===== src/hdl/epcc_pkg.sv =====
// ----------------------------------------------------------------------------
// epcc_pkg
// Shared types and constants of the encoder position cross-check unit.
// ----------------------------------------------------------------------------
package epcc_pkg;

   // Field widths.
   localparam int STAMP_W  = 32;
   localparam int ENC_W    = 32;
   localparam int CMD_W    = 32;
   localparam int SPEED_W  = 16;
   localparam int SCALE_W  = 24;
   localparam int DEV_W    = 32;
   localparam int MAXDEV_W = 31;
   localparam int STREAK_W = 8;

   localparam int POSITION_WIDTH_DEFAULT = 32;

   // Configuration port.
   localparam int CSR_IDX_W  = 3;
   localparam int CSR_DATA_W = 24;

   localparam logic [CSR_IDX_W-1:0] CSR_STILL_POS  = 3'd0;
   localparam logic [CSR_IDX_W-1:0] CSR_STILL_SPD  = 3'd1;
   localparam logic [CSR_IDX_W-1:0] CSR_DETECT     = 3'd2;
   localparam logic [CSR_IDX_W-1:0] CSR_CPM        = 3'd3;
   localparam logic [CSR_IDX_W-1:0] CSR_DEV_LIMIT  = 3'd4;
   localparam logic [CSR_IDX_W-1:0] CSR_WARN_COUNT = 3'd5;

   localparam logic [15:0] STILL_POS_RESET  = 16'd50;
   localparam logic [15:0] STILL_SPD_RESET  = 16'd48;
   localparam logic [19:0] DETECT_RESET     = 20'd8000;
   localparam logic [23:0] CPM_RESET        = 24'd25600;
   localparam logic [19:0] DEV_LIMIT_RESET  = 20'd1000;
   localparam logic [7:0]  WARN_COUNT_RESET = 8'd3;

   // Encoder counts are turned into micrometres-times-Q8 by this factor.
   localparam int              MM_FACTOR_W = 18;
   localparam logic [17:0]     MM_FACTOR   = 18'd256000;
   // |count difference| * 256000 stays below 2^49.
   localparam int              NUM_W       = 49;

   localparam logic [SCALE_W-1:0]  SCALE_MAX  = '1;
   localparam logic [STREAK_W-1:0] STREAK_MAX = '1;

   typedef enum logic [1:0] {
      PH_AWAIT   = 2'd0,
      PH_MEASURE = 2'd1,
      PH_TRACK   = 2'd2
   } phase_type;

   typedef enum logic [2:0] {
      ST_IDLE,
      ST_CHECK,
      ST_SCALE,
      ST_DIV,
      ST_FINISH,
      ST_STILL,
      ST_DONE
   } state_type;

endpackage


===== src/hdl/encoder_position_cross_check_unit.sv =====
// ----------------------------------------------------------------------------
// encoder_position_cross_check_unit
// Checks drive encoder counts against the commanded axis position: finds a
// standstill reference, measures direction and scale, then tracks deviation
// and latches a lost-steps warning.
// ----------------------------------------------------------------------------
//  Channel  Direction  Beat contents
//  req_     in         tuser: homed, encoder_valid; tdata: stamp, count, pos, speed
//  rsp_     out        tuser: accepted; tdata: phase .. lost_steps_warn
//  csr_     in         register write: index 0..5, data up to 24 bits
//
//  A scale measurement or a deviation runs the shared restoring divider, one
//  quotient bit a cycle, over the NUM_W (49) bit numerator.
//  One beat is in work at a time; the next is taken while a result still
//  waits in the output register, and the unit stalls at the end if it does.
//  Reset (synchronous) clears all tracking state and loads register defaults.
// ----------------------------------------------------------------------------
module encoder_position_cross_check_unit
   import epcc_pkg::*;
#(
   parameter int POSITION_WIDTH = POSITION_WIDTH_DEFAULT
) (
   input  logic                  clock,
   input  logic                  reset,
   input  logic                  req_tvalid,
   output logic                  req_tready,
   // [31:0] sample_stamp, [63:32] encoder_count, [95:64] commanded_pos_um,
   // [111:96] speed_q4
   input  logic [111:0]          req_tdata,
   // [0] homed, [1] encoder_valid
   input  logic [1:0]            req_tuser,
   output logic                  rsp_tvalid,
   input  logic                  rsp_tready,
   // [1:0] phase, [2] sign_negative, [26:3] measured_counts_per_mm,
   // [27] have_deviation, [59:28] deviation_um, [91:60] still_deviation_um,
   // [122:92] max_still_deviation_um, [123] lost_steps_warn, [127:124] zero
   output logic [127:0]          rsp_tdata,
   // [0] accepted
   output logic [0:0]            rsp_tuser,
   input  logic                  csr_we,
   input  logic [CSR_IDX_W-1:0]  csr_index,
   input  logic [CSR_DATA_W-1:0] csr_wdata
);

   localparam int PW    = POSITION_WIDTH;
   localparam int DPW   = POSITION_WIDTH + 1;
   localparam int DEN_W = (DPW > SCALE_W) ? DPW : SCALE_W;
   localparam int SUM_W = ((NUM_W + 1 > DPW) ? NUM_W + 1 : DPW) + 1;
   localparam int CNT_W = $clog2(NUM_W);

   // Configuration registers.
   logic [15:0] still_pos_ff, still_spd_ff;
   logic [19:0] detect_ff, dev_limit_ff;
   logic [23:0] cpm_ff;
   logic [7:0]  warn_count_ff;

   // Captured beat.
   logic                     homed_ff, enc_valid_ff;
   logic [STAMP_W-1:0]       stamp_ff;
   logic [ENC_W-1:0]         enc_ff;
   logic signed [PW-1:0]     pos_ff;
   logic signed [SPEED_W-1:0] spd_ff;

   // Tracking state.
   state_type                state_ff, state_in;
   phase_type                phase_ff, phase_in;
   logic                     sign_ff, sign_in;
   logic [SCALE_W-1:0]       scale_ff, scale_in;
   logic signed [DEV_W-1:0]  dev_ff, dev_in;
   logic                     have_dev_ff, have_dev_in;
   logic signed [DEV_W-1:0]  still_dev_ff, still_dev_in;
   logic [MAXDEV_W-1:0]      max_still_ff, max_still_in;
   logic                     warn_ff, warn_in;
   logic [7:0]               over_cnt_ff, over_cnt_in;
   logic [STAMP_W-1:0]       last_stamp_ff, last_stamp_in;
   logic                     have_prev_ff, have_prev_in;
   logic signed [PW-1:0]     prev_pos_ff, prev_pos_in;
   logic [STREAK_W-1:0]      streak_ff, streak_in;
   logic [ENC_W-1:0]         ref_cnt_ff, ref_cnt_in;
   logic signed [PW-1:0]     ref_pos_ff, ref_pos_in;

   // Work registers.
   logic                     accepted_ff, accepted_in;
   logic                     anchored_ff, anchored_in;
   logic signed [DPW-1:0]    dpos_ff, dpos_in;
   logic signed [ENC_W-1:0]  denc_ff, denc_in;

   // Shared divider: the numerator shifts out at the top while quotient bits
   // shift in at the bottom.
   logic [NUM_W-1:0]         nq_ff, nq_in;
   logic [DEN_W-1:0]         rem_ff, rem_in;
   logic [DEN_W-1:0]         den_ff, den_in;
   logic [CNT_W-1:0]         cnt_ff, cnt_in;

   // Output register.
   logic                     rsp_valid_ff, rsp_valid_in;
   logic [127:0]             rsp_data_ff, rsp_data_in;
   logic                     rsp_acc_ff, rsp_acc_in;

   // Combinational helpers.
   logic signed [DPW-1:0]    step_dpos;
   logic [DPW-1:0]           step_mag, dpos_mag;
   logic [SPEED_W-1:0]       spd_mag;
   logic                     still;
   logic [STREAK_W-1:0]      streak_next;
   logic [ENC_W-1:0]         denc_mag;
   logic [ENC_W+MM_FACTOR_W-1:0] product;
   logic [DEN_W:0]           trial, trial_diff;
   logic signed [NUM_W:0]    e_signed;
   logic signed [SUM_W-1:0]  dev_full;
   logic signed [DEV_W-1:0]  dev_sat, dev_neg;
   logic [MAXDEV_W-1:0]      dev_mag;
   logic [7:0]               over_next;

   assign req_tready = (state_ff == ST_IDLE);
   assign rsp_tvalid = rsp_valid_ff;
   assign rsp_tdata  = rsp_data_ff;
   assign rsp_tuser  = rsp_acc_ff;

   // Configuration writes.
   always_ff @(posedge clock) begin
      if (reset) begin
         still_pos_ff  <= STILL_POS_RESET;
         still_spd_ff  <= STILL_SPD_RESET;
         detect_ff     <= DETECT_RESET;
         cpm_ff        <= CPM_RESET;
         dev_limit_ff  <= DEV_LIMIT_RESET;
         warn_count_ff <= WARN_COUNT_RESET;
      end else if (csr_we) begin
         unique case (csr_index)
            CSR_STILL_POS:  still_pos_ff  <= csr_wdata[15:0];
            CSR_STILL_SPD:  still_spd_ff  <= csr_wdata[15:0];
            CSR_DETECT:     detect_ff     <= csr_wdata[19:0];
            CSR_CPM:        cpm_ff        <= csr_wdata[23:0];
            CSR_DEV_LIMIT:  dev_limit_ff  <= csr_wdata[19:0];
            CSR_WARN_COUNT: warn_count_ff <= csr_wdata[7:0];
            default: begin
            end
         endcase
      end
   end

   // Beat capture; the commanded position is reduced or extended to the
   // internal position width.
   always_ff @(posedge clock) begin
      if (req_tvalid && req_tready) begin
         homed_ff     <= req_tuser[0];
         enc_valid_ff <= req_tuser[1];
         stamp_ff     <= req_tdata[31:0];
         enc_ff       <= req_tdata[63:32];
         pos_ff       <= PW'(signed'(req_tdata[95:64]));
         spd_ff       <= signed'(req_tdata[111:96]);
      end
   end

   // Shared arithmetic, worked out from the registers of the current step.
   always_comb begin
      step_dpos   = DPW'(pos_ff) - DPW'(prev_pos_ff);
      step_mag    = step_dpos[DPW-1] ? DPW'(-step_dpos) : DPW'(step_dpos);
      spd_mag     = spd_ff[SPEED_W-1] ? SPEED_W'(-spd_ff) : SPEED_W'(spd_ff);
      still       = have_prev_ff
                    && (DEN_W'(step_mag) < DEN_W'(still_pos_ff))
                    && (spd_mag < still_spd_ff);
      streak_next = !still ? '0
                    : (streak_ff == STREAK_MAX) ? STREAK_MAX
                    : streak_ff + 1'b1;

      denc_mag    = denc_ff[ENC_W-1] ? ENC_W'(-denc_ff) : ENC_W'(denc_ff);
      dpos_mag    = dpos_ff[DPW-1] ? DPW'(-dpos_ff) : DPW'(dpos_ff);
      product     = denc_mag * MM_FACTOR;

      trial       = {rem_ff, nq_ff[NUM_W-1]};
      trial_diff  = trial - {1'b0, den_ff};

      // Encoder travel in micrometres with its direction applied.
      e_signed    = signed'({1'b0, nq_ff});
      if (denc_ff[ENC_W-1] != sign_ff) begin
         e_signed = -e_signed;
      end
      dev_full    = SUM_W'(e_signed) - SUM_W'(dpos_ff);
      if (dev_full[SUM_W-1:DEV_W-1] == '0 || dev_full[SUM_W-1:DEV_W-1] == '1) begin
         dev_sat = dev_full[DEV_W-1:0];
      end else if (dev_full[SUM_W-1]) begin
         dev_sat = {1'b1, {(DEV_W-1){1'b0}}};
      end else begin
         dev_sat = {1'b0, {(DEV_W-1){1'b1}}};
      end

      // Magnitude of the stored deviation, the most negative value capped.
      dev_neg = -dev_ff;
      if (dev_ff == {1'b1, {(DEV_W-1){1'b0}}}) begin
         dev_mag = '1;
      end else if (dev_ff[DEV_W-1]) begin
         dev_mag = dev_neg[MAXDEV_W-1:0];
      end else begin
         dev_mag = dev_ff[MAXDEV_W-1:0];
      end
      over_next = (over_cnt_ff == 8'hFF) ? over_cnt_ff : over_cnt_ff + 8'd1;
   end

   // Sequencer: next state and all register updates.
   always_comb begin
      state_in      = state_ff;
      phase_in      = phase_ff;
      sign_in       = sign_ff;
      scale_in      = scale_ff;
      dev_in        = dev_ff;
      have_dev_in   = have_dev_ff;
      still_dev_in  = still_dev_ff;
      max_still_in  = max_still_ff;
      warn_in       = warn_ff;
      over_cnt_in   = over_cnt_ff;
      last_stamp_in = last_stamp_ff;
      have_prev_in  = have_prev_ff;
      prev_pos_in   = prev_pos_ff;
      streak_in     = streak_ff;
      ref_cnt_in    = ref_cnt_ff;
      ref_pos_in    = ref_pos_ff;
      accepted_in   = accepted_ff;
      anchored_in   = anchored_ff;
      dpos_in       = dpos_ff;
      denc_in       = denc_ff;
      nq_in         = nq_ff;
      rem_in        = rem_ff;
      den_in        = den_ff;
      cnt_in        = cnt_ff;
      rsp_valid_in  = rsp_valid_ff && !rsp_tready;
      rsp_data_in   = rsp_data_ff;
      rsp_acc_in    = rsp_acc_ff;

      unique case (state_ff)
         ST_IDLE: begin
            if (req_tvalid) begin
               state_in = ST_CHECK;
            end
         end

         ST_CHECK: begin
            accepted_in = 1'b0;
            state_in    = ST_DONE;
            if (!homed_ff || !enc_valid_ff) begin
               // Losing homing or the encoder outside the waiting phase drops everything learnt.
               if (phase_ff != PH_AWAIT) begin
                  phase_in      = PH_AWAIT;
                  sign_in       = 1'b0;
                  scale_in      = '0;
                  dev_in        = '0;
                  have_dev_in   = 1'b0;
                  still_dev_in  = '0;
                  max_still_in  = '0;
                  warn_in       = 1'b0;
                  over_cnt_in   = '0;
                  last_stamp_in = '0;
                  have_prev_in  = 1'b0;
                  prev_pos_in   = '0;
                  streak_in     = '0;
                  ref_cnt_in    = '0;
                  ref_pos_in    = '0;
               end
            end else if (stamp_ff != last_stamp_ff) begin
               accepted_in   = 1'b1;
               last_stamp_in = stamp_ff;
               streak_in     = streak_next;
               prev_pos_in   = pos_ff;
               have_prev_in  = 1'b1;
               anchored_in   = (streak_next >= STREAK_W'(2));
               dpos_in       = DPW'(pos_ff) - DPW'(ref_pos_ff);
               denc_in       = signed'(enc_ff - ref_cnt_ff);
               if (phase_ff == PH_AWAIT) begin
                  if (streak_next >= STREAK_W'(2)) begin
                     ref_cnt_in = enc_ff;
                     ref_pos_in = pos_ff;
                     phase_in   = PH_MEASURE;
                  end
               end else begin
                  state_in = ST_SCALE;
               end
            end
         end

         ST_SCALE: begin
            nq_in  = product[NUM_W-1:0];
            rem_in = '0;
            cnt_in = CNT_W'(NUM_W - 1);
            if (phase_ff == PH_MEASURE) begin
               den_in = DEN_W'(dpos_mag);
               if (anchored_ff && (DEN_W'(dpos_mag) >= DEN_W'(detect_ff))) begin
                  state_in = ST_DIV;
               end else begin
                  state_in = ST_DONE;
               end
            end else begin
               // A zero scale register divides as one.
               den_in   = (cpm_ff == '0) ? DEN_W'(1) : DEN_W'(cpm_ff);
               state_in = ST_DIV;
            end
         end

         ST_DIV: begin
            if (!trial_diff[DEN_W]) begin
               rem_in = trial_diff[DEN_W-1:0];
               nq_in  = {nq_ff[NUM_W-2:0], 1'b1};
            end else begin
               rem_in = trial[DEN_W-1:0];
               nq_in  = {nq_ff[NUM_W-2:0], 1'b0};
            end
            cnt_in = cnt_ff - 1'b1;
            if (cnt_ff == '0) begin
               state_in = ST_FINISH;
            end
         end

         ST_FINISH: begin
            if (phase_ff == PH_MEASURE) begin
               sign_in  = (denc_ff[ENC_W-1] != dpos_ff[DPW-1]);
               scale_in = (nq_ff[NUM_W-1:SCALE_W] != '0) ? SCALE_MAX
                          : nq_ff[SCALE_W-1:0];
               phase_in = PH_TRACK;
               state_in = ST_DONE;
            end else begin
               dev_in      = dev_sat;
               have_dev_in = 1'b1;
               if (anchored_ff) begin
                  still_dev_in = dev_sat;
                  state_in     = ST_STILL;
               end else begin
                  state_in = ST_DONE;
               end
            end
         end

         ST_STILL: begin
            if (dev_mag > max_still_ff) begin
               max_still_in = dev_mag;
            end
            if (dev_mag > MAXDEV_W'(dev_limit_ff)) begin
               over_cnt_in = over_next;
               if (over_next >= warn_count_ff) begin
                  warn_in = 1'b1;
               end
            end else begin
               over_cnt_in = '0;
            end
            state_in = ST_DONE;
         end

         ST_DONE: begin
            // Wait until the output register is free, then load the result.
            if (!rsp_valid_ff || rsp_tready) begin
               rsp_valid_in = 1'b1;
               rsp_acc_in   = accepted_ff;
               rsp_data_in  = {4'b0, warn_ff, max_still_ff, still_dev_ff, dev_ff,
                               have_dev_ff, scale_ff, sign_ff, phase_ff};
               state_in     = ST_IDLE;
            end
         end

         default: begin
            state_in = ST_IDLE;
         end
      endcase
   end

   always_ff @(posedge clock) begin
      if (reset) begin
         state_ff      <= ST_IDLE;
         phase_ff      <= PH_AWAIT;
         sign_ff       <= 1'b0;
         scale_ff      <= '0;
         dev_ff        <= '0;
         have_dev_ff   <= 1'b0;
         still_dev_ff  <= '0;
         max_still_ff  <= '0;
         warn_ff       <= 1'b0;
         over_cnt_ff   <= '0;
         last_stamp_ff <= '0;
         have_prev_ff  <= 1'b0;
         prev_pos_ff   <= '0;
         streak_ff     <= '0;
         ref_cnt_ff    <= '0;
         ref_pos_ff    <= '0;
         rsp_valid_ff  <= 1'b0;
      end else begin
         state_ff      <= state_in;
         phase_ff      <= phase_in;
         sign_ff       <= sign_in;
         scale_ff      <= scale_in;
         dev_ff        <= dev_in;
         have_dev_ff   <= have_dev_in;
         still_dev_ff  <= still_dev_in;
         max_still_ff  <= max_still_in;
         warn_ff       <= warn_in;
         over_cnt_ff   <= over_cnt_in;
         last_stamp_ff <= last_stamp_in;
         have_prev_ff  <= have_prev_in;
         prev_pos_ff   <= prev_pos_in;
         streak_ff     <= streak_in;
         ref_cnt_ff    <= ref_cnt_in;
         ref_pos_ff    <= ref_pos_in;
         rsp_valid_ff  <= rsp_valid_in;
      end
   end

   // Work and payload registers need no reset.
   always_ff @(posedge clock) begin
      accepted_ff <= accepted_in;
      anchored_ff <= anchored_in;
      dpos_ff     <= dpos_in;
      denc_ff     <= denc_in;
      nq_ff       <= nq_in;
      rem_ff      <= rem_in;
      den_ff      <= den_in;
      cnt_ff      <= cnt_in;
      rsp_data_ff <= rsp_data_in;
      rsp_acc_ff  <= rsp_acc_in;
   end

`ifndef SYNTHESIS
   a_have_dev_tracking : assert property (@(posedge clock) disable iff (reset)
      have_dev_ff |-> phase_ff == PH_TRACK)
      else $error("deviation present outside tracking");

   a_scale_tracking : assert property (@(posedge clock) disable iff (reset)
      (scale_ff != '0 || sign_ff) |-> phase_ff == PH_TRACK)
      else $error("scale or sign set outside tracking");

   a_busy_after_accept : assert property (@(posedge clock) disable iff (reset)
      (req_tvalid && req_tready) |=> !req_tready)
      else $error("second beat taken while one is in work");

   a_div_runs_out : assert property (@(posedge clock) disable iff (reset)
      (state_ff == ST_DIV && cnt_ff == '0) |=> state_ff == ST_FINISH)
      else $error("divider did not finish after its last step");
`endif

endmodule


===== config.mk =====
export PLATFORM = sky130hd
export DESIGN_NAME = encoder_position_cross_check_unit
export DESIGN_NICKNAME = d
export VERILOG_FILES = /design/src/hdl/epcc_pkg.sv /design/src/hdl/encoder_position_cross_check_unit.sv
export SDC_FILE = /design/constraint.sdc
export NUM_CORES = 2
export LEC_CHECK = 0
export BUFFER_PORTS_ARGS = -buffer_cell sky130_fd_sc_hd__buf_2
export CAP_MARGIN = 20
export CORE_MARGIN = 4
export CORE_UTILIZATION = 48
export CTS_BUF_LIST = sky130_fd_sc_hd__clkbuf_4 sky130_fd_sc_hd__clkbuf_8
export DETAILED_ROUTE_END_ITERATION = 8
export PLACE_DENSITY = 0.62
export SLEW_MARGIN = 20
export SYNTH_ARGS = -nofsm -noshare
export SYNTH_HDL_FRONTEND = slang
export SYNTH_SLANG_ARGS = --single-unit

===== constraint.sdc =====
create_clock -name clock -period 11.05 [get_ports clock]
set_clock_uncertainty 0.1 [all_clocks]
set_input_delay 0.5525 -clock clock [delete_from_list [all_inputs] [get_ports clock]]
set_output_delay 0.5525 -clock clock [all_outputs]
set_load 0.05 [all_outputs]

==> reports/qor.yml <==
cts_root_buf: "clkbuf_8"
grt_pass1_wl_um: 209000
syn_area_um2: 50100
peakVddDrop_mv: 0.348
cp_data_arrival_time_ps: 8340
reg2reg_from: "denc_ff[0]"
dieWidth_um: 331
area_growth_pct: 13.8
slew_violations: 0
cpMostUsedCell: "fa_1"
place_inst: 6844
synthDistinctLibCells: 96
first_global_vias: 38000
power_mw: 18.0
routed_wl_um: 131000
post_cts_buffers: 0
holdWs_ps: 104
worst_pin_slew_ps: 1080
startpoint: "denc_ff[0]"
fin_crit_ps: 7920
clockPowerShare: 0.159
detailed_place_hpwl_um: 96700
start_util: 0.484
yosysWarnings: 0
slowest_stage: "fa_1"
io-pin-count: 277
critPathTopFamily: "adder cells"
slew-limit-headroom: 0.278
setup_viol_count_final: 0
place_area_um2: 52700
switching_power_mw: 7.92
htree_levels: 4
worstHoldPathCells: 3
vias_per_cell: 5.52
clk_pin_slew_ps: 60
drc: 0
crit_buf_inv: 3
rr_worst_depth: 29
grt_max_degree: 147
gp_congestion: 0.911
first_pass_iters: 5
numCtsBuffers: 140
port_buffers: 272
power.density_nw_per_um2: 315
ctsHoldBuffers: 138
via_count: 39900
ys_async_sr_fraction: 0
path_class: "flip-flop to flip-flop"
drv_cap: 0
cp-end-kind: "flip-flop"
outcome: "finished, final reports clean"
drive_gt1_frac: 0.107
tns_ps: 0
grt_overflow: 0
worst_ep_required_time_ps: 11470
post_cts_resize_count: 0
drtIter0Drc: 2732
antenna_found_initial: 3
pre_cts_slack_ps: 3100
setup_ws_ps: 3130
synth-main-ff-cell: "edfxtp_1"
p_comb_frac: 0.589
track_usage: 0.237
crit_end: "nq_ff[47]"
die_h_um: 331
seq_power_share: 0.252
worstPathMaxFanout: 6
regToRegEndpoint: "nq_ff[47]"
cts_tree: "yes"
synth_cells: 5380
rows: 118
fin_util: 0.550
switching_share: 0.441
finalHoldViolations: 0
fmax_mhz: 126
max_stage_delay_ps: 550
clk-insertion-delay-late_ps: 840
start_kind: "flip-flop"
synth-seq-area-share: 0.406
core-area_um2: 104000
nets: 6392
antenna_left: 0
fillers: 9421
synth_edf_count: 427
reg2reg_slack_ps: 3130
rsz0062_at_grt: "no"
stdcell_count: 7239
post_drt_wl_per_cell_um: 18.2
avgSynthCellArea_um2: 9.31
p_leak_nw: 22.7
p_int_mw: 10.0
cts_sinks: 804
dieArea_um2: 110000
design_area_um2: 57000
path_depth: 29
hold_class: "primary input to flip-flop"
ys_ff_latch: 804
fin_crit_sh: 0.716
clk_path_buf_depth: 3
==> per-layer routing <==
layer	vias to the layer above	share of wire	track usage
li1	19800	-	-
met1	18900	0.47	0.341
met2	1013	0.45	0.373
met3	210	0.055	0.0356
met4	0	0.024	0.0677
met5	-	0	0
==> cell usage after synthesis, types with 16 or more instances <==
library cell,instances,area share
a211oi_1,27,0.0040
a21o_1,99,0.015
a21oi_1,475,0.047
a22o_1,56,0.0098
a22oi_1,19,0.0028
a31oi_1,29,0.0036
and2_1,27,0.0034
and3_1,35,0.0044
buf_1,16,0.0012
clkbuf_1,197,0.015
dfxtp_1,377,0.15
edfxtp_1,427,0.26
fa_1,123,0.049
ha_1,378,0.094
inv_1,435,0.033
mux2i_1,41,0.0082
nand2_1,623,0.047
nand2b_1,83,0.010
nand3_1,217,0.022
nand4_1,111,0.014
nor2_1,294,0.022
nor2b_1,56,0.0070
nor3_1,64,0.0064
nor4_1,40,0.0050
o211ai_1,30,0.0045
o21a_1,68,0.010
o21ai_0,269,0.027
o21bai_1,23,0.0034
o31ai_1,43,0.0064
o41ai_1,28,0.0049
or2_2,26,0.0032
or3_1,36,0.0045
or4_1,18,0.0027
xnor2_1,220,0.038
xor2_1,156,0.027
==> power by group through the flow <==
stage	logic [mW]	registers [mW]	clock network [mW]
after detailed placement	10.5	4.58	0
final	10.6	4.53	2.85
after floorplan	8.04	4.57	0
after CTS	10.6	4.52	2.93
after global routing	12.0	4.58	3.08
after global placement	10.4	4.57	0
==> state kept, by name, indices dropped and copies added, names as in the netlist, 16 cells and up <==
signal / flops
prev_pos_ff: 32
dev_ff: 32
nq_ff: 49
scale_ff: 24
rsp_tdata: 124
max_still_ff: 31
spd_ff: 16
denc_ff: 32
still_pos_ff: 16
dpos_ff: 33
stamp_ff: 32
still_spd_ff: 16
rem_ff: 33
den_ff: 33
cpm_ff: 24
pos_ff: 32
detect_ff: 20
enc_ff: 32
ref_pos_ff: 32
dev_limit_ff: 20
ref_cnt_ff: 32
still_dev_ff: 32
last_stamp_ff: 32
==> how the worst min path moves through the flow <==
stage                                 to        start
after floorplan                rsp_tuser  accepted_ff
after global placement         rsp_tuser  accepted_ff
after detailed placement  rsp_tdata[123]      warn_ff
after CTS                    state_ff[0]   req_tvalid
after global routing         state_ff[0]   req_tvalid
final                        state_ff[0]   req_tvalid
==> worst min-delay path: stages <==
cell      delay [ps]
buf_2            150
o211ai_1         170
a31oi_1           90
==> cells in the final DEF (no fill, tap or decap), types with 35 or more instances in the layout <==
cell / count
a21o_1: 99
a21oi_1: 474
a22o_1: 56
and3_1: 35
buf_2: 271
buf_4: 40
clkbuf_4: 42
clkbuf_8: 153
dfxtp_1: 377
dlygate4sd3_1: 138
edfxtp_1: 427
fa_1: 123
ha_1: 378
inv_1: 434
mux2i_1: 41
nand2_1: 620
nand2b_1: 83
nand3_1: 217
nand4_1: 111
nor2_1: 292
nor2b_1: 53
nor3_1: 61
nor4_1: 40
o21a_1: 68
o21ai_0: 269
o31ai_1: 43
or3_1: 36
xnor2_1: 219
xor2_1: 155
==> area by class of cell <==
type                    count  area, µm²  area share
well taps                1380       1730      0.0303
flip-flops and latches    804      20400       0.357
diodes                      4       10.0    0.000175
clock buffers             194       2410      0.0422
multi-input cells        3911      27300       0.479
repair buffers            452       3090      0.0541
clock inverters            58        493     0.00864
inverters                 436       1640      0.0287
==> logic make-up after synthesis <==
family | Yosys count | share of synthesized area
AOI/OAI and AO/OA | 1299 | 0.163
adders and majority gates | 501 | 0.144
DFF | 804 | 0.406
other | 1 | 0.0000748
buffers and inverters | 668 | 0.0509
muxes | 46 | 0.00931
xor gates and xnor gates | 376 | 0.0657
and+or+nand+nor | 1685 | 0.161
No activity file was read; power rests on OpenSTA's default activity.
